**src/sv/hcb_pkg.sv**
```systemverilog
// Shared types for the Huffman code builder: controller states, commands and status.
package hcb_pkg;

    typedef enum logic [4:0] {
        ST_IDLE,
        ST_CNT_WR,
        ST_LEAF_RD,
        ST_LEAF_CHK,
        ST_LEAF_END,
        ST_MERGE_CHK,
        ST_SCAN_RD,
        ST_SCAN_CHK,
        ST_KILL_A,
        ST_KILL_B,
        ST_NEW,
        ST_WALK_RD,
        ST_WALK_CHK,
        ST_OUT,
        ST_POP_RD,
        ST_POP_LD
    } t_state;

    typedef enum logic {
        PH_COUNT,
        PH_WALK
    } t_phase;

    localparam logic OP_COUNT = 1'b0;
    localparam logic OP_FETCH = 1'b1;

    typedef struct packed {
        logic cnt_rd;
        logic cnt_wr;
        logic cnt_clr;
        logic leaf_init;
        logic leaf_rd;
        logic leaf_chk;
        logic leaf_end;
        logic scan_init;
        logic scan_rd;
        logic scan_chk;
        logic kill_a;
        logic kill_b;
        logic new_node;
        logic walk_init;
        logic walk_rd;
        logic walk_step;
        logic out_empty;
        logic pop_rd;
        logic pop_ld;
    } t_cmd;

    typedef struct packed {
        logic cnt_ok;
        logic leaf_last;
        logic alive_zero;
        logic alive_one;
        logic scan_last;
        logic is_leaf;
        logic res_last;
    } t_sts;

endpackage

```
**src/sv/hcb_ctrl.sv**
```systemverilog
// Controller state machine of the Huffman code builder.
module hcb_ctrl (
    input  logic          i_clk,
    input  logic          i_rst_n,
    input  logic          i_in_valid,
    input  logic          i_in_op,
    output logic          o_in_ready,
    output logic          o_out_valid,
    input  logic          i_out_ready,
    input  hcb_pkg::t_sts i_sts,
    output hcb_pkg::t_cmd o_cmd
);
    hcb_pkg::t_state r_state;
    hcb_pkg::t_state n_state;
    hcb_pkg::t_phase r_phase;
    hcb_pkg::t_phase n_phase;

    always_ff @(posedge i_clk) begin
        if (!i_rst_n) begin
            r_state <= hcb_pkg::ST_IDLE;
            r_phase <= hcb_pkg::PH_COUNT;
        end else begin
            r_state <= n_state;
            r_phase <= n_phase;
        end
    end

    always_comb begin
        n_state     = r_state;
        n_phase     = r_phase;
        o_cmd       = '0;
        o_in_ready  = 1'b0;
        o_out_valid = 1'b0;
        unique case (r_state)
            hcb_pkg::ST_IDLE: begin
                o_in_ready = 1'b1;
                if (i_in_valid) begin
                    if (i_in_op == hcb_pkg::OP_COUNT) begin
                        if (r_phase == hcb_pkg::PH_COUNT && i_sts.cnt_ok) begin
                            o_cmd.cnt_rd = 1'b1;
                            n_state      = hcb_pkg::ST_CNT_WR;
                        end
                    end else if (r_phase == hcb_pkg::PH_COUNT) begin
                        o_cmd.leaf_init = 1'b1;
                        n_state         = hcb_pkg::ST_LEAF_RD;
                    end else begin
                        n_state = hcb_pkg::ST_WALK_RD;
                    end
                end
            end
            hcb_pkg::ST_CNT_WR: begin
                o_cmd.cnt_wr = 1'b1;
                n_state      = hcb_pkg::ST_IDLE;
            end
            hcb_pkg::ST_LEAF_RD: begin
                o_cmd.leaf_rd = 1'b1;
                n_state       = hcb_pkg::ST_LEAF_CHK;
            end
            hcb_pkg::ST_LEAF_CHK: begin
                o_cmd.leaf_chk = 1'b1;
                n_state = i_sts.leaf_last ? hcb_pkg::ST_LEAF_END : hcb_pkg::ST_LEAF_RD;
            end
            hcb_pkg::ST_LEAF_END: begin
                o_cmd.leaf_end = 1'b1;
                n_state        = hcb_pkg::ST_MERGE_CHK;
            end
            hcb_pkg::ST_MERGE_CHK: begin
                if (i_sts.alive_zero) begin
                    o_cmd.out_empty = 1'b1;
                    n_state         = hcb_pkg::ST_OUT;
                end else if (i_sts.alive_one) begin
                    o_cmd.walk_init = 1'b1;
                    n_phase         = hcb_pkg::PH_WALK;
                    n_state         = hcb_pkg::ST_WALK_RD;
                end else begin
                    o_cmd.scan_init = 1'b1;
                    n_state         = hcb_pkg::ST_SCAN_RD;
                end
            end
            hcb_pkg::ST_SCAN_RD: begin
                o_cmd.scan_rd = 1'b1;
                n_state       = hcb_pkg::ST_SCAN_CHK;
            end
            hcb_pkg::ST_SCAN_CHK: begin
                o_cmd.scan_chk = 1'b1;
                n_state = i_sts.scan_last ? hcb_pkg::ST_KILL_A : hcb_pkg::ST_SCAN_RD;
            end
            hcb_pkg::ST_KILL_A: begin
                o_cmd.kill_a = 1'b1;
                n_state      = hcb_pkg::ST_KILL_B;
            end
            hcb_pkg::ST_KILL_B: begin
                o_cmd.kill_b = 1'b1;
                n_state      = hcb_pkg::ST_NEW;
            end
            hcb_pkg::ST_NEW: begin
                o_cmd.new_node = 1'b1;
                n_state        = hcb_pkg::ST_MERGE_CHK;
            end
            hcb_pkg::ST_WALK_RD: begin
                o_cmd.walk_rd = 1'b1;
                n_state       = hcb_pkg::ST_WALK_CHK;
            end
            hcb_pkg::ST_WALK_CHK: begin
                o_cmd.walk_step = 1'b1;
                n_state = i_sts.is_leaf ? hcb_pkg::ST_OUT : hcb_pkg::ST_WALK_RD;
            end
            hcb_pkg::ST_OUT: begin
                o_out_valid = 1'b1;
                if (i_out_ready) begin
                    if (i_sts.res_last) begin
                        o_cmd.cnt_clr = 1'b1;
                        n_phase       = hcb_pkg::PH_COUNT;
                        n_state       = hcb_pkg::ST_IDLE;
                    end else begin
                        n_state = hcb_pkg::ST_POP_RD;
                    end
                end
            end
            hcb_pkg::ST_POP_RD: begin
                o_cmd.pop_rd = 1'b1;
                n_state      = hcb_pkg::ST_POP_LD;
            end
            hcb_pkg::ST_POP_LD: begin
                o_cmd.pop_ld = 1'b1;
                n_state      = hcb_pkg::ST_IDLE;
            end
            default: begin
                n_state = hcb_pkg::ST_IDLE;
            end
        endcase
    end

endmodule

```
**config.mk**
```make
export PLATFORM = sky130hd
export DESIGN_NAME = hcb_ctrl
export DESIGN_NICKNAME = d
export VERILOG_FILES = /design/src/sv/hcb_pkg.sv /design/src/sv/hcb_ctrl.sv
export SDC_FILE = /design/constraint.sdc
export NUM_CORES = 1
export LEC_CHECK = 0
export BUFFER_PORTS_ARGS = -buffer_cell sky130_fd_sc_hd__buf_2
export CORE_MARGIN = 2
export CORE_UTILIZATION = 25
export DETAILED_ROUTE_END_ITERATION = 10
export GPL_TIMING_DRIVEN = 0
export MAX_ROUTING_LAYER = met4
export PLACE_DENSITY_LB_ADDON = 0.25
export SYNTH_ARGS = -nofsm -noshare
export SYNTH_HDL_FRONTEND = slang
export SYNTH_SLANG_ARGS = --single-unit
export TNS_END_PERCENT = 5
```
**constraint.sdc**
```tcl
create_clock -name i_clk -period 2.1 [get_ports i_clk]
set_clock_uncertainty 0.2 [all_clocks]
set_input_delay 0.42 -clock i_clk [delete_from_list [all_inputs] [get_ports i_clk]]
set_output_delay 0.42 -clock i_clk [all_outputs]
set_load 0.01 [all_outputs]
```
==> results.sh, run 1 <==
export IMPL_rows=17
export IMPL_final_setup_tns_ns=0
export IMPL_fin_hold_ws_ns=0.255
export IMPL_grt_max_degree=11
export IMPL_ant_nets=0
export IMPL_drtIter0Drc=11
export IMPL_syn_nets=102
export IMPL_cts_sinks=5
export IMPL_worst_slew_pin_slew_ns=0.277
export IMPL_synth_top_family_by_area="simple AND/OR/NAND/NOR gates"
export IMPL_synth_async_reset_ratio_pct=0
export IMPL_synth_compound_area_share_pct=27.8
export IMPL_clkSlewWorstSetupHoldPaths_ns=0.04
export IMPL_use_met1_pct=18.5
export IMPL_hold_viol=0
export IMPL_placement_io_buffers=32
export IMPL_layout_commonest_cell="buf_2"
export IMPL_synth_edf_count=0
export IMPL_crit_path_start="r_state[2]$_SDFFE_PN0P_"
export IMPL_area_growth_pct=39.6
export IMPL_drv_slew=0
export IMPL_vias_per_cell=5.17
export IMPL_hold_depth=2
export IMPL_setup_worst_path_end_class="primary output"
export IMPL_drt_wl_total_um=1930
export IMPL_initial_utilization_pct=26.6
export IMPL_fmax_mhz=490
export IMPL_crit_arrival_ns=1.42
export IMPL_use_met2_pct=24.6
export IMPL_cts_resized=0
export IMPL_ys_seq_area_share_pct=16.8
export IMPL_synth_xor_area_share_pct=1.47
export IMPL_root_buffer="clkbuf_4"
export IMPL_crit_slowest_cell="dfxtp_1"
export IMPL_ys_warn_count=0
export IMPL_grt_pass1_vias=719
export IMPL_hold_path_end="r_state[1]$_SDFFE_PN0P_"
export IMPL_r2r_start="r_state[2]$_SDFFE_PN0P_"
export IMPL_cts_inserted_buffers=3
export IMPL_setup_ws_ns=0.0590
export IMPL_finalSetupViolCount=0
export IMPL_grt_pass1_wl_um=3060
export IMPL_hp_class="input pin to flop"
export IMPL_finalWeightedCongestion=0.894
export IMPL_die_x_um=52.8
export IMPL_start_kind="flop"
export IMPL_maxCapViolCount=0
export IMPL_ctsHoldBuffers=0
export IMPL_yosys_register_bits=5
export IMPL_drt_pass1_iterations=4
export IMPL_rsz0062_at_grt="true"
export IMPL_regToRegSetupSlack_ns=0.52
export IMPL_path_cells="or2_1 > buf_6 > nor3_4 > and4b_1 > buf_2"
export IMPL_drive_gt1_share_pct=38.1
export IMPL_post_cts_buffers=0
export IMPL_cts_htree_levels=1
export IMPL_clkLatencyLatePin_ns=0.24
export IMPL_antenna_diode_count=0
export IMPL_worst_r2r_cell_count=6
export IMPL_irDropWorstVdd_uv=223
export IMPL_p_leak_nw=0.423
export IMPL_cpLargestDelayFamily="simple AND/OR/NAND/NOR gates"
export IMPL_final_cell_mix="buf_2 (36), nor2_1 (17), nor3_1 (7), a21oi_1 (6)"
export IMPL_synth_area_mux_share_pct=0
export IMPL_antenna_found_initial=0
export IMPL_power_density_mw_per_mm2=361
export IMPL_dp_slack_ns=0.283
export IMPL_min_period_over_period_pct=97.2
export IMPL_timing_final_crit_period_ns=2.04
export IMPL_cts_buffer_depth=2
export IMPL_ios=33
export IMPL_synth_cells=90
export IMPL_crit_buf_inv=2
export IMPL_synth_area_sq_um=594
export IMPL_worst_path_max_fanout=6
export IMPL_hpwl_um=1530
export IMPL_synth_cell_types=33
export IMPL_fp_dieH_um=52.8
export IMPL_ys_flop_type="dfxtp_1"
export IMPL_track_usage_pct=15.4
export IMPL_hp_start="i_rst_n"
export IMPL_synth_simple_area_share_pct=45.9
export IMPL_synthAdderAreaFrac_pct=0
export IMPL_worstReg2RegEnd="r_state[0]$_SDFFE_PN0P_"
export IMPL_slew_headroom_pct=81.4
export IMPL_core_sq_mm=0.00223
export IMPL_syn_area_per_cell_sq_um=6.60
export IMPL_status="finished, final reports clean"
export IMPL_vias=796
export IMPL_critical_path_max_stage_delay_ns=0.34
export IMPL_n_fill_cell=251
export IMPL_nNetsFinal=139
export IMPL_tritoncts="yes"
export IMPL_worstPathRequired_ns=1.48
export IMPL_grt_busiest_layer="met2"
export IMPL_use_met3_pct=2.00
export IMPL_post_route_drc_count=0
export IMPL_path_class="flop to primary output"
export IMPL_grt_overflow_total=0
export IMPL_avgRoutedWirePerCell_um=12.5
export IMPL_die_area_sq_mm=0.00278
## synthesized netlist by cell type (2+ instances only)
| master | count | area share, % |
|---|---|---|
| buf_2 | 5 | 4.2 |
| a22oi_1 | 2 | 2.5 |
| a21oi_1 | 6 | 5.1 |
| o21ai_0 | 3 | 2.5 |
| nor2b_1 | 5 | 5.3 |
| nand2b_1 | 3 | 3.2 |
| dfxtp_1 | 5 | 17 |
| and3_1 | 3 | 3.2 |
| nor2_1 | 17 | 11 |
| nand3_1 | 2 | 1.7 |
| o221ai_1 | 2 | 2.9 |
| o22ai_1 | 3 | 3.2 |
| nand2_1 | 6 | 3.8 |
| nor3_1 | 7 | 5.9 |
| inv_1 | 2 | 1.3 |
| a31oi_1 | 2 | 2.1 |
## cell families after synthesis
logic type                after synthesis
AOI/OAI and AO/OA                      25
xor gates and xnor gates                1
buffers and inverters                   9
DFF                                     5
and+or+nand+nor                        50
## worst max-delay path by stage
stage / end / cells after the start
2_1_floorplan: o_cmd[18] / 4
3_3_place_gp: o_cmd[18] / 5
3_5_place_dp: o_cmd[18] / 5
4_1_cts: o_cmd[18] / 5
5_1_grt: o_cmd[18] / 5
6_report: o_cmd[18] / 5
## sequential cells by signal, summed over array words and instances (netlist names)
register and flops:
r_phase 1, r_state 4
## area by class of cell
cell class	count	area, sq um	area share (%)
multi-input combinational	76	458	55.2
tap	28	35.0	4.22
inverter	3	11.3	1.36
clock buffer	4	26.3	3.17
buffer	6	38.8	4.68
sequential	5	100	12.1
timing repair buffer	32	160	19.3
## per-stage QoR
step | total power [mW] | utilization, % | instances | instance area (sq um)
finish | 0.300 | 37.1 | 154 | 830
global route | 0.320 | 37.1 | 154 | 830
CTS | 0.302 | 36.5 | 154 | 816
detailed placement | 0.188 | 35.4 | 150 | 790
global placement | 0.187 | 35.4 | 150 | 790
floorplan | 0.156 | - | 90 | 594
## where the power goes
part	internal, mW	switching [mW]
sequential	0.0978	0.000982
clock	0.0717	0.0374
combinational	0.0400	0.0517
total	0.210	0.0901
## metal layers
metal | vias up | part of all wire, %
met5 | - | 0
met4 | 0 | 1.3
met3 | 4 | 6.3
met2 | 41 | 46
met1 | 354 | 47
li1 | 397 | -
Power figures use the tool's default switching activity.
==> run 2, diff against run 1 <==
- CELL_PAD_IN_SITES_DETAIL_PLACEMENT: not set -> 0
- CELL_PAD_IN_SITES_GLOBAL_PLACEMENT: not set -> 1
==> run 2 against run 1 <==
Core utilization up 0.22 points; non-clock buffer count unchanged; critical path type unchanged; largest cell class unchanged; flip-flop and latch count unchanged; hold slack worse by 0.030 ns; routed wire length up 5.6%; highest routed layer unchanged; sequential share of layout area up 0.078 points; register-to-register slack worse by 0.03 ns.
==> results.sh, run 2 (synthesis gave the netlist of run 1 again) <==
export IMPL_setup_ws_ns=0.0397
export IMPL_hp_start="i_rst_n"
export IMPL_post_route_drc_count=0
export IMPL_crit_path_start="r_state[2]$_SDFFE_PN0P_"
export IMPL_post_cts_buffers=0
export IMPL_finalSetupViolCount=0
export IMPL_grt_pass1_wl_um=3230
export IMPL_min_period_over_period_pct=98.1
export IMPL_status="finished, final reports clean"
export IMPL_cts_htree_levels=1
export IMPL_antenna_diode_count=0
export IMPL_hold_viol=0
export IMPL_drt_pass1_iterations=4
export IMPL_grt_pass1_vias=683
export IMPL_path_class="flop to primary output"
export IMPL_ff_latch_area_sq_um=101
export IMPL_finalWeightedCongestion=0.871
export IMPL_grt_max_degree=11
export IMPL_crit_arrival_ns=1.44
export IMPL_start_kind="flop"
export IMPL_track_usage_pct=16.4
export IMPL_cts_buffer_depth=2
export IMPL_setup_worst_path_end_class="primary output"
export IMPL_final_cell_mix="buf_2 (36), nor2_1 (17), nor3_1 (7), a21oi_1 (6), nand2_1 (5)"
export IMPL_clkPwrFrac_pct=36.6
export IMPL_core_sq_mm=0.00223
export IMPL_vias=792
export IMPL_tritoncts="yes"
export IMPL_largest_registers="r_state: 4 flops, r_phase: 1 flops"
export IMPL_root_buffer="clkbuf_4"
export IMPL_worst_path_max_fanout=6
export IMPL_fin_util_pct=37.4
export IMPL_p_leak_nw=0.422
export IMPL_power_switching_mw=0.0956
export IMPL_cts_sinks=5
export IMPL_largest_reg_flops=4
export IMPL_place_area_sq_um=790
export IMPL_fp_dieH_um=52.8
export IMPL_layout_commonest_cell="buf_2"
export IMPL_initial_utilization_pct=26.6
export IMPL_fmax_mhz=485
export IMPL_avgRoutedWirePerCell_um=13.2
export IMPL_top_register="r_state"
export IMPL_p_comb_share_pct=31.0
export IMPL_area_growth_pct=40.4
export IMPL_worstPathRequired_ns=1.48
export IMPL_placement_io_buffers=32
export IMPL_nNetsFinal=139
export IMPL_rsz0062_at_grt="true"
export IMPL_irDropWorstVdd_uv=222
export IMPL_timing_final_crit_period_ns=2.06
export IMPL_clkLatencyLatePin_ns=0.24
export IMPL_die_x_um=52.8
export IMPL_drtIter0Drc=17
export IMPL_ios=33
export IMPL_multi_input_area_sq_um=458
export IMPL_die_area_sq_mm=0.00278
export IMPL_maxCapViolCount=0
export IMPL_fin_area_sq_um=835
export IMPL_hpwl_um=1600
export IMPL_n_fill_cell=258
export IMPL_ant_nets=0
export IMPL_seqPwrFrac_pct=32.3
export IMPL_drive_gt1_share_pct=38.9
export IMPL_rows=17
export IMPL_vias_per_cell=5.14
export IMPL_r2r_start="r_state[0]$_SDFFE_PN0P_"
export IMPL_drt_wl_total_um=2040
export IMPL_grt_overflow_total=0
export IMPL_slew_headroom_pct=81.8
export IMPL_worst_slew_pin_slew_ns=0.272
export IMPL_cts_inserted_buffers=3
export IMPL_power_density_mw_per_mm2=367
export IMPL_antenna_found_initial=0
export IMPL_drv_slew=0
export IMPL_hp_class="input pin to flop"
export IMPL_p_int_mw=0.210
export IMPL_dp_slack_ns=0.233
export IMPL_swShare_pct=31.2
export IMPL_clkSlewWorstSetupHoldPaths_ns=0.04
run 2: timing repair:
| item | 4_1_cts | 5_1_grt |
|---|---|---|
| setup endpoints to repair | 3 | 4 |
| pin swaps | 0 | 1 |
| endpoints found under the hold margin | 0 | 0 |
| resized for setup | 2 | 5 |
| hold buffers | 0 | 0 |
run 2: metal layers:
layer	track usage, %	vias up	wire (um)
met3	2.86	6	106
met5	-	-	0
li1	-	398	-
met2	25.4	31	873
met1	21.0	357	996
met4	6.41	0	64
run 2: critical path: stages, from the launching register on:
cell and delay, ns:
dfxtp_2 0.34, or2_0 0.21, buf_6 0.15, nor3_4 0.16, and4b_1 0.21, buf_2 0.13
run 2: cell type report:
| type | instances | area share (%) |
|---|---|---|
| Buffer | 6 | 5.10 |
| Clock buffer | 4 | 3.15 |
| Inverter | 3 | 1.35 |
| Multi-Input combinational cell | 76 | 54.9 |
| Sequential cell | 5 | 12.1 |
| Tap cell | 28 | 4.20 |
| Timing Repair Buffer | 32 | 19.2 |
run 2: per-stage QoR:
step           power (mW)   TNS [ns]  hold WS, ns  instances
6_report            0.306          0        0.224        154
5_1_grt             0.327    -0.0293        0.226        154
4_1_cts             0.308  -0.000653        0.220        154
3_5_place_dp        0.191          0        0.383        150
3_3_place_gp        0.190          0        0.374        150
2_1_floorplan       0.156          0        0.329         90
run 2: power by group through the flow:
stage / Clock (mW) / Sequential [mW] / Combinational (mW)
global route: 0.123 / 0.0991 / 0.105
detailed placement: 0 / 0.101 / 0.0902
CTS: 0.116 / 0.0990 / 0.0929
finish: 0.112 / 0.0989 / 0.0949
floorplan: 0 / 0.100 / 0.0556
global placement: 0 / 0.100 / 0.0899
run 2: final timing paths:
path	endpoint	cells after the start	slack [ns]
hold / removal	r_state[1]$_SDFFE_PN0P_	2	0.22
hold reg to reg	r_state[3]$_SDFFE_PN0P_	2	0.38
setup reg to reg	r_state[1]$_SDFFE_PN0P_	6	0.49
setup / recovery	o_cmd[18]	5	0.04
==> run 3, diff against run 2 <==
- ABC_AREA: not set -> 1
- GPL_TIMING_DRIVEN: 0 -> not set
==> run 3 against run 2 <==
Global-route usage shrank 1.5 points; flip-flop and latch count is the same; area after synthesis shrank 0.63%; via count grew 5.3%; critical path depth is the same; routed wire length shrank 7.3%; register-to-register slack lost 0.06 ns; critical endpoint is now o_cmd[1].
==> results.sh, run 3 <==
export IMPL_status="finished, final reports clean"
export IMPL_clkSlewWorstSetupHoldPaths_ns=0.04
export IMPL_rows=17
export IMPL_tritoncts="yes"
export IMPL_drt_wl_total_um=1890
export IMPL_start_kind="flop"
export IMPL_grt_max_degree=7
export IMPL_ctsHoldBuffers=0
export IMPL_worst_path_max_fanout=5
export IMPL_maxCapViolCount=0
export IMPL_fmax_mhz=508
export IMPL_cts_htree_levels=1
export IMPL_cts_resized=0
export IMPL_p_leak_nw=0.559
export IMPL_synth_async_reset_ratio_pct=0
export IMPL_fin_util_pct=36.4
export IMPL_setup_worst_path_end_class="primary output"
export IMPL_fin_hold_ws_ns=0.225
export IMPL_ios=33
export IMPL_crit_path_start="r_state[1]$_SDFFE_PN0P_"
export IMPL_final_cell_mix="nand2_1 (37), buf_2 (32), nor2_1 (30), inv_1 (22), nand3_1 (7)"
export IMPL_layout_commonest_cell="nand2_1"
export IMPL_yosys_area_top_type="nand2_1"
export IMPL_grt_pass1_wl_um=2950
export IMPL_synthTopCellsByArea="nand2_1 (24%), nor2_1 (19%), dfxtp_1 (17%)"
export IMPL_post_cts_buffers=0
export IMPL_die_area_sq_mm=0.00277
export IMPL_rsz0062_at_grt="false"
export IMPL_grt_overflow_total=0
export IMPL_largest_reg_flops=4
export IMPL_drv_slew=0
export IMPL_vias_per_cell=4.46
export IMPL_syn_nets=135
export IMPL_grt_pass1_vias=729
export IMPL_top_register="r_state"
export IMPL_worstPathRequired_ns=1.48
export IMPL_hp_start="i_rst_n"
export IMPL_ys_seq_area_share_pct=16.9
export IMPL_path_class="flop to primary output"
export IMPL_hpwl_um=1630
export IMPL_drt_pass1_iterations=4
export IMPL_hold_viol=0
export IMPL_initial_utilization_pct=26.4
export IMPL_synth_top_area_share_pct=23.5
export IMPL_r2r_start="r_state[1]$_SDFFE_PN0P_"
export IMPL_timing_final_crit_period_ns=1.97
export IMPL_synth_most_common_cell="nand2_1"
export IMPL_synth_common_cells="nand2_1 (37), nor2_1 (30), inv_1 (22)"
export IMPL_synth_edf_count=0
export IMPL_avgRoutedWirePerCell_um=10.1
export IMPL_fp_dieH_um=52.6
export IMPL_syn_area_per_cell_sq_um=4.80
export IMPL_antenna_found_initial=0
export IMPL_vias=834
export IMPL_die_x_um=52.6
export IMPL_synth_cells=123
export IMPL_fin_cells=187
export IMPL_post_route_drc_count=0
export IMPL_ys_flop_type="dfxtp_1"
export IMPL_final_setup_tns_ns=0
export IMPL_nNetsFinal=172
export IMPL_worst_slew_pin_slew_ns=0.364
export IMPL_ant_nets=0
export IMPL_drive_gt1_share_pct=26.4
export IMPL_finalWeightedCongestion=0.858
export IMPL_core_sq_mm=0.00223
export IMPL_min_period_over_period_pct=93.8
export IMPL_irDropWorstVdd_uv=239
export IMPL_antenna_diode_count=0
export IMPL_area_growth_pct=37.5
export IMPL_cts_buffer_depth=2
export IMPL_power_density_mw_per_mm2=373
export IMPL_largest_registers="r_state: 4 flops, r_phase: 1 flops"
export IMPL_yosys_register_bits=5
export IMPL_finalSetupViolCount=0
export IMPL_crit_arrival_ns=1.35
export IMPL_dp_cells=183
export IMPL_ys_warn_count=0
export IMPL_track_usage_pct=14.8
export IMPL_hp_class="input pin to flop"
export IMPL_slew_headroom_pct=75.6
export IMPL_cts_inserted_buffers=3
export IMPL_synth_area_sq_um=591
export IMPL_placement_io_buffers=32
export IMPL_synth_cell_types=17
export IMPL_clkLatencyLatePin_ns=0.24
export IMPL_root_buffer="clkbuf_4"
export IMPL_drtIter0Drc=33
export IMPL_cts_sinks=5
run 3: cell types whose count changed after synthesis, sizes merged, moves of 3 or more:
cell and change:
buf -6, nor2 +15, nand3 +5, nor3 -6, and3 -3, nor2b -6, nand2b -3, inv +22
nand2 +31
run 3: metal layers:
metal / track usage, % / up-vias / share of wire [%]
met4: 7.69 / 0 / 0
li1: - / 446 / -
met3: 2.00 / 0 / 8.5
met1: 19.0 / 352 / 46
met5: - / - / 0
met2: 22.5 / 36 / 45
run 3: logic make-up after synthesis:
| kind of cell | count (synthesis) | synth area share (%) |
|---|---|---|
| AOI/OAI and AO/OA | 10 | 9.53 |
| and+or+nand+nor | 83 | 57.6 |
| buffers and inverters | 25 | 15.9 |
| DFF | 5 | 16.9 |
run 3: where the power goes:
part / switching [mW] / internal, mW / leakage, nW
sequential: 0.00535 / 0.0993 / 0.0406
clock: 0.0359 / 0.0716 / 0.0150
combinational: 0.0571 / 0.0333 / 0.503
run 3: path summary, 6_finish.rpt:
check,to,cells past startpoint,slack (ns)
max,o_cmd[1],5,0.13
min,r_phase$_SDFFE_PN0P_,3,0.22
max reg2reg,r_state[2]$_SDFFE_PN0P_,8,0.43
min reg2reg,r_phase$_SDFFE_PN0P_,2,0.31
run 3: area by class of cell:
class                           instances  area (sq um)
Clock buffer                            4          26.3
Fill cell                             276          1420
Inverter                               25          93.8
Multi-Input combinational cell         93           397
Sequential cell                         5           100
Tap cell                               28          35.0
Timing Repair Buffer                   32           160
run 3: critical path: stages, from the launching register on:
cell,delay [ns]
dfxtp_1,0.39
inv_1,0.09
nor2_1,0.30
nand2_1,0.13
inv_1,0.08
buf_2,0.12
run 3: stage by stage:
stage          setup slack, ns  power (mW)  area, sq um
6_report                 0.131       0.303          812
5_1_grt                 0.0261       0.323          812
4_1_cts                  0.150       0.307          812
3_5_place_dp             0.409       0.196          786
3_3_place_gp             0.390       0.197          786
2_1_floorplan            0.502       0.162          591
